$ cat src/sv/vn_pkg.sv
// ----------------------------------------------------------------------------
// vn_pkg
// shared constants for the three-component vector normalizer
// ----------------------------------------------------------------------------
package vn_pkg;
   localparam int COMPONENT_BITS = 24;
   localparam int FRACTION_BITS  = 14;
   localparam int FIELD_BITS     = 24;
   localparam int OUT_BITS       = 16;
   localparam int OUT_MAX_MAG    = 32767;
endpackage

$ cat src/sv/vn_divider.sv
// ----------------------------------------------------------------------------
// vn_divider
// pipelined restoring divider, one quotient bit per stage, with saturation
// ----------------------------------------------------------------------------
module vn_divider #(
   parameter int NUM_BITS = 38,
   parameter int DEN_BITS = 24,
   parameter int Q_BITS   = 16,
   parameter int SAT      = 16384
) (
   input  logic                clock,
   input  logic                reset,
   input  logic                valid_in,
   input  logic [NUM_BITS-1:0] num_in,
   input  logic [DEN_BITS-1:0] den_in,
   output logic                valid_out,
   output logic [Q_BITS-1:0]   quot_out
);
   // quotient never exceeds SAT, so QB quotient bits are enough
   localparam int QB = ((Q_BITS > $clog2(SAT)) ? Q_BITS : $clog2(SAT)) + 1;
   localparam int RB = DEN_BITS + 1;

   logic [QB:0]          v_ff;
   logic [NUM_BITS-1:0]  n_ff [QB+1];
   logic [DEN_BITS-1:0]  d_ff [QB+1];
   logic [RB-1:0]        r_ff [QB+1];
   logic [QB-1:0]        q_ff [QB+1];
   logic [Q_BITS-1:0]    out_ff;
   logic                 vout_ff;

   // numerator bits above the quotient width seed the remainder
   always_comb begin
      v_ff[0] = valid_in;
      n_ff[0] = num_in;
      d_ff[0] = den_in;
      r_ff[0] = RB'(num_in >> QB);
      q_ff[0] = '0;
   end

   for (genvar s = 0; s < QB; s++) begin : g_stage
      localparam int SH = QB - 1 - s;
      logic [RB:0]         trial_in;
      logic [RB:0]         diff_in;
      logic                nbit_in;
      always_comb begin
         nbit_in  = (SH < NUM_BITS) ? n_ff[s][SH] : 1'b0;
         trial_in = {r_ff[s], nbit_in};
         diff_in  = trial_in - {2'b00, d_ff[s]};
      end
      always_ff @(posedge clock) begin
         if (reset) begin
            v_ff[s+1] <= 1'b0;
         end else begin
            v_ff[s+1] <= v_ff[s];
         end
         n_ff[s+1] <= n_ff[s];
         d_ff[s+1] <= d_ff[s];
         if (!diff_in[RB]) begin
            r_ff[s+1] <= diff_in[RB-1:0];
            q_ff[s+1] <= {q_ff[s][QB-2:0], 1'b1};
         end else begin
            r_ff[s+1] <= trial_in[RB-1:0];
            q_ff[s+1] <= {q_ff[s][QB-2:0], 1'b0};
         end
      end
   end

   logic [QB-1:0] sat_in;
   always_comb begin
      sat_in = q_ff[QB];
      if (sat_in > QB'(SAT)) sat_in = QB'(SAT);
      if (sat_in > QB'(vn_pkg::OUT_MAX_MAG)) sat_in = QB'(vn_pkg::OUT_MAX_MAG);
   end

   always_ff @(posedge clock) begin
      if (reset) begin
         vout_ff <= 1'b0;
      end else begin
         vout_ff <= v_ff[QB];
      end
      out_ff <= sat_in[Q_BITS-1:0];
   end

   assign valid_out = vout_ff;
   assign quot_out  = out_ff;
endmodule

$ cat config.mk
export PLATFORM = sky130hd
export DESIGN_NAME = vn_divider
export DESIGN_NICKNAME = d
export VERILOG_FILES = /design/src/sv/vn_pkg.sv /design/src/sv/vn_divider.sv
export SDC_FILE = /design/constraint.sdc
export NUM_CORES = 2
export LEC_CHECK = 0
export BUFFER_PORTS_ARGS = -buffer_cell sky130_fd_sc_hd__buf_2
export CAP_MARGIN = 0
export CELL_PAD_IN_SITES_DETAIL_PLACEMENT = 0
export CELL_PAD_IN_SITES_GLOBAL_PLACEMENT = 1
export CORE_AREA = 2 2 250 436
export DETAILED_ROUTE_END_ITERATION = 12
export DIE_AREA = 0 0 252 438
export PLACE_DENSITY = 0.76
export SLEW_MARGIN = 20
export SYNTH_ARGS = -nofsm -noshare
export SYNTH_HDL_FRONTEND = slang
export SYNTH_SLANG_ARGS = --single-unit
$ cat constraint.sdc
create_clock -name clock -period 6.9 [get_ports clock]
set_input_delay 0.69 -clock clock [delete_from_list [all_inputs] [get_ports clock]]
set_output_delay 0.69 -clock clock [all_outputs]
set_load 0.05 [all_outputs]
Word level (Yosys, flattened, before mapping):

Index checks and enable logic that the tools add are counted.

* logic and storage cells: 138
* output and inout port bits: 17
* register bits after elaboration: 1107

* add/subtract/negate cells: 17
* mux-type cells: 34
* $lt $le $gt $ge: 2

Operator list (number)
* $sub 26x24->26: 16
* $mux 25: 15
* $gt 17x15->1 const B: 2
* $sub 22x24->25: 1
* $mux 22: 1
* $mux 1: 17
* $mux 17: 1

Logic depth before layout (Yosys ltp):

* word-level depth: 3
* mapped depth: 14
* gate-level depth less buffers: 12

Worst setup path before layout:

OpenSTA, ideal clock, no wires.

* path kind: in2reg
* start point: input num_in[16]
* end point: register r_ff, in the netlist g_stage[1].trial_in[13]
* cell stages on the path: 13
* arrival: 3.131 ns
* path slack: 3.641 ns
* required time: 6.772 ns
* cells stage by stage: inv_1 > ha_1 > fa_1 > nor2b_1 > o21ai_0 > a21oi_1 > o221ai_1 > o211a_1 > nand2b_1 > o31ai_1 > clkbuf_1 > clkbuf_1 > o22ai_1

* word-level cells in the longest chain between the ends: 2

Ends and longest elaborated chain
* start, declared: RTL line vn_divider.sv:14 `input logic [NUM_BITS-1:0] num_in,`
* $sub 22x24->25: RTL line vn_divider.sv:48 `diff_in = trial_in - {2'b00, d_ff[s]};`
* $mux 22: RTL line vn_divider.sv:58 `if (!diff_in[RB]) begin`
* end signal, assigned by index: RTL line vn_divider.sv:59 `r_ff[s+1] <= diff_in[RB-1:0];`
* end signal, assigned by index: RTL line vn_divider.sv:62 `r_ff[s+1] <= trial_in[RB-1:0];`
* end, declared: RTL line vn_divider.sv:26 `logic [RB-1:0] r_ff [QB+1];`

Every way passes these cells.
A chain may end at the register's enable or synchronous reset.

Worst setup path after layout:

* start point: register d_ff[49] (netlist name)
* end point: register r_ff, in the netlist g_stage[16].trial_in[4]

* word-level cells in the longest chain between the ends: 2

Ends and longest elaborated chain
* start, declared: RTL line vn_divider.sv:25 `logic [DEN_BITS-1:0] d_ff [QB+1];`
* start signal, assigned by index: RTL line vn_divider.sv:57 `d_ff[s+1] <= d_ff[s];`
* $sub 26x24->26: RTL line vn_divider.sv:48
* $mux 25: RTL line vn_divider.sv:58

Every way passes these cells.

==> impl_metrics.py <==
metrics = {
    "outcome": {
        "status": "finished clean",
    },
    "setup_path": {
        "arrival_ps": 4510,
        "critPathLaunch": "d_ff[49]$_DFF_P_",
        "critPathBufInv": 2,
        "cp_top_family": "compound AO/OA/AOI/OAI gates",
        "critical_path_peak_fanout": 24,
        "start_kind": "flip-flop",
        "worstSetupPathType": "flip-flop to flip-flop",
        "r2r_start": "d_ff[49]$_DFF_P_",
        "cp_slowest_cell": "o21ai_0",
        "slowest_delay_ps": 710,
        "r2r_setup_slack_ps": 2980,
        "required_ps": 7480,
        "critPathCaptureType": "flip-flop",
        "worstPathCellList": "inv_1 > ha_1 > nor2b_1 > o21a_1 > o21ai_0 > a21oi_1 > o21ai_0 > a21oi_1 > a211o_1 > xnor2_2 > buf_4 > mux2_2",
    },
    "yosys": {
        "yosysSeqAreaShare_pct": 46.4,
        "synth_edf_count": 0,
        "synth.largest_area_cell": "dfxtp_1",
        "synth_async_sr_flop_share_pct": 0,
        "ys.warnings.count": 0,
        "synthDistinctLibCells": 76,
        "synth_ff_type": "dfxtp_1",
        "yosysMostFrequentCell": "dfxtp_1",
        "syn_area_per_cell_sq_um": 10.1,
        "synth_top_area_share_pct": 46.4,
        "synthTopCellsByCount": "dfxtp_1, inv_1, ha_1, a21oi_1, mux2_2",
        "synthTopCellsByArea": "dfxtp_1, ha_1, mux2_2",
        "syn_area_sq_um": 47700,
        "synth_cells": 4706,
        "ys_ff_latch": 1107,
    },
    "worst_hold_path": {
        "hp-start": "num_in[15]",
        "hp-class": "primary input to flip-flop",
    },
    "cts": {
        "cts.hold.buffers_added": 0,
        "cts_max_path_buffers": 3,
        "htreeDepth": 3,
        "clock-root-buffer": "clkbuf_16",
        "cts_made_buffers": 102,
        "postCtsSetupRepairBufs": 0,
        "cts_tree": "built",
        "cts_resized": 0,
        "clock_sink_count": 1107,
        "clkTransAtPathRegs_ps": 60,
        "insertion_delay_ps": 700,
    },
    "global_route": {
        "first_global_vias": 34200,
        "track_usage_pct": 18.5,
        "overflow": 0,
        "antenna_found_initial": 1,
        "grt_start_max_net_pins": 43,
        "grt_pass1_wl_um": 164000,
    },
    "sta": {
        "fin_crit_ps": 3920,
        "skew_ps": 25.4,
        "tightestPinTransition_ps": 941,
        "slew_viol_final": 0,
        "rsz0062_at_grt": "false",
        "max-slew-margin-rel_pct": 36.3,
        "fin_crit_sh_pct": 56.9,
        "max_freq_ghz": 0.255,
        "finalHoldViolations": 0,
        "tns_ps": 0,
        "setup_viol": 0,
    },
    "drt": {
        "drt-initial-drc-count": 907,
        "drc_errors": 0,
        "final_antenna_net_count": 0,
        "num_vias": 32600,
        "routed_via_density": 5.18,
        "drt_wl_total_um": 102000,
        "dr.pass1.iters": 7,
        "detail_route.wl_per_cell_um": 16.3,
    },
    "floorplan": {
        "initial_utilization_pct": 44.6,
        "rows": 159,
        "die_y_um": 438,
        "dieArea_sq_um": 110000,
        "io_pins": 82,
        "dieWidth_um": 252,
        "coreArea_sq_um": 107000,
    },
    "power": {
        "p_total_mw": 28.7,
        "p_seq_share_pct": 32.3,
        "power_frac_comb_pct": 47.2,
        "p_switching_mw": 10.3,
        "clockPowerShare_pct": 20.5,
        "p_sw_share_pct": 35.9,
        "power.density_nw_per_um2": 539,
        "intPower_mw": 18.4,
        "p_leak_nw": 24.8,
        "vdd.ir_drop.worst_v": 0.000346,
    },
    "cells_and_area": {
        "finalNetCount": 5320,
        "layoutNonFillerInstCount": 6287,
        "areaGrowthSynthToFinish_pct": 11.6,
        "drive_above_1_share_pct": 12.3,
    },
    "placement": {
        "dp_hpwl_um": 81900,
        "finalWeightedCongestion": 0.948,
        "port_buffers": 81,
        "placed_cells": 6098,
    },
    "flow_run": {
        "maxCapViolCount": 0,
    },
}
==> worst register-to-register path: stages (launching register included) <==
cell	delay (ps)
dfxtp_1	380
inv_1	60
ha_1	280
nor2b_1	120
o21a_1	180
o21ai_0	270
a21oi_1	180
o21ai_0	720
a21oi_1	330
a211o_1	400
xnor2_2	140
buf_4	340
mux2_2	400
==> power by group through the flow <==
stage / combinational [mW] / sequential [mW] / clock (mW)
2_1_floorplan: 10.9 / 9.07 / 0
3_3_place_gp: 13.4 / 9.41 / 0
3_5_place_dp: 13.6 / 9.43 / 0
4_1_cts: 13.7 / 9.29 / 6.09
5_1_grt: 15.1 / 9.45 / 6.32
6_report: 13.6 / 9.28 / 5.90
==> kinds of logic after synthesis <==
kind of cell	synth area share [%]
other	0.00785
AND/OR/NAND/NOR	8.50
AO/OA/AOI/OAI	15.8
multiplexers	7.25
adder cells (fa/ha/maj)	11.3
flip-flops	46.4
XOR/XNOR	5.85
buffers and inverters	4.91
==> sequential cells by signal, summed over array words and instances (netlist names) <==
register	flops
v_ff	17
quot_out	16
q_ff	153
d_ff	384
g_stage.nbit_in	16
valid_out	1
n_ff	120
g_stage.trial_in	400
==> layout make-up <==
class	instances	area (sq um)
antenna	2	5.00
multi-input combinational	2994	23300
tap	1368	1710
sequential	1107	22200
clock buffer	145	2960
timing repair buffer	105	586
clock inverter	42	584
inverter	524	1970
fill	10000	53800
==> per-layer routing <==
layer  track usage [%]  vias up  wire length (um)
met3              2.60      304              2630
met5                 0        -                 0
li1                  -    16600                 -
met2              40.7      448             61300
met4              14.4        0              8460
met1              13.2    15300             30100
==> worst paths after layout <==
path | depth (start not counted) | endpoint
hold / removal | 1 | g_stage[1].nbit_in$_DFF_P_
hold reg to reg | 0 | n_ff[575]$_DFF_P_
setup reg to reg | 12 | g_stage[16].trial_in[4]$_DFF_P_
setup / recovery | 12 | g_stage[16].trial_in[4]$_DFF_P_
==> placed cells by master, fill, tap and decap left out, types with 27 or more instances in the layout <==
cell type,count
dfxtp_1,1107
inv_1,524
ha_1,405
a21oi_1,328
mux2_2,253
xnor2_1,204
a21o_1,190
nor2_1,185
nand2_1,184
o21ai_0,169
clkbuf_16,105
xor2_1,101
nor2b_1,89
buf_2,81
o21a_1,77
nand2b_1,67
a31oi_1,65
nand3_1,58
and2_1,31
nor3_1,30
nand4_1,29
o21bai_1,29
mux2i_1,29
a31o_2,29
or3_1,28
o211ai_1,27
o31ai_1,27
==> per-stage QoR <==
stage / util, % / hold WS (ps) / instance area, sq um / worst slack (ps)
after floorplan: - / 310 / 47700 / 3640
after global placement: 46.5 / 310 / 49700 / 2880
after detailed placement: 46.5 / 312 / 49700 / 2870
after CTS: 49.8 / 30.4 / 53300 / 2910
after global routing: 49.8 / 52.8 / 53300 / 2720
final: 49.8 / 91.5 / 53300 / 2980
Note: power is estimated with default switching activity, not from simulation.
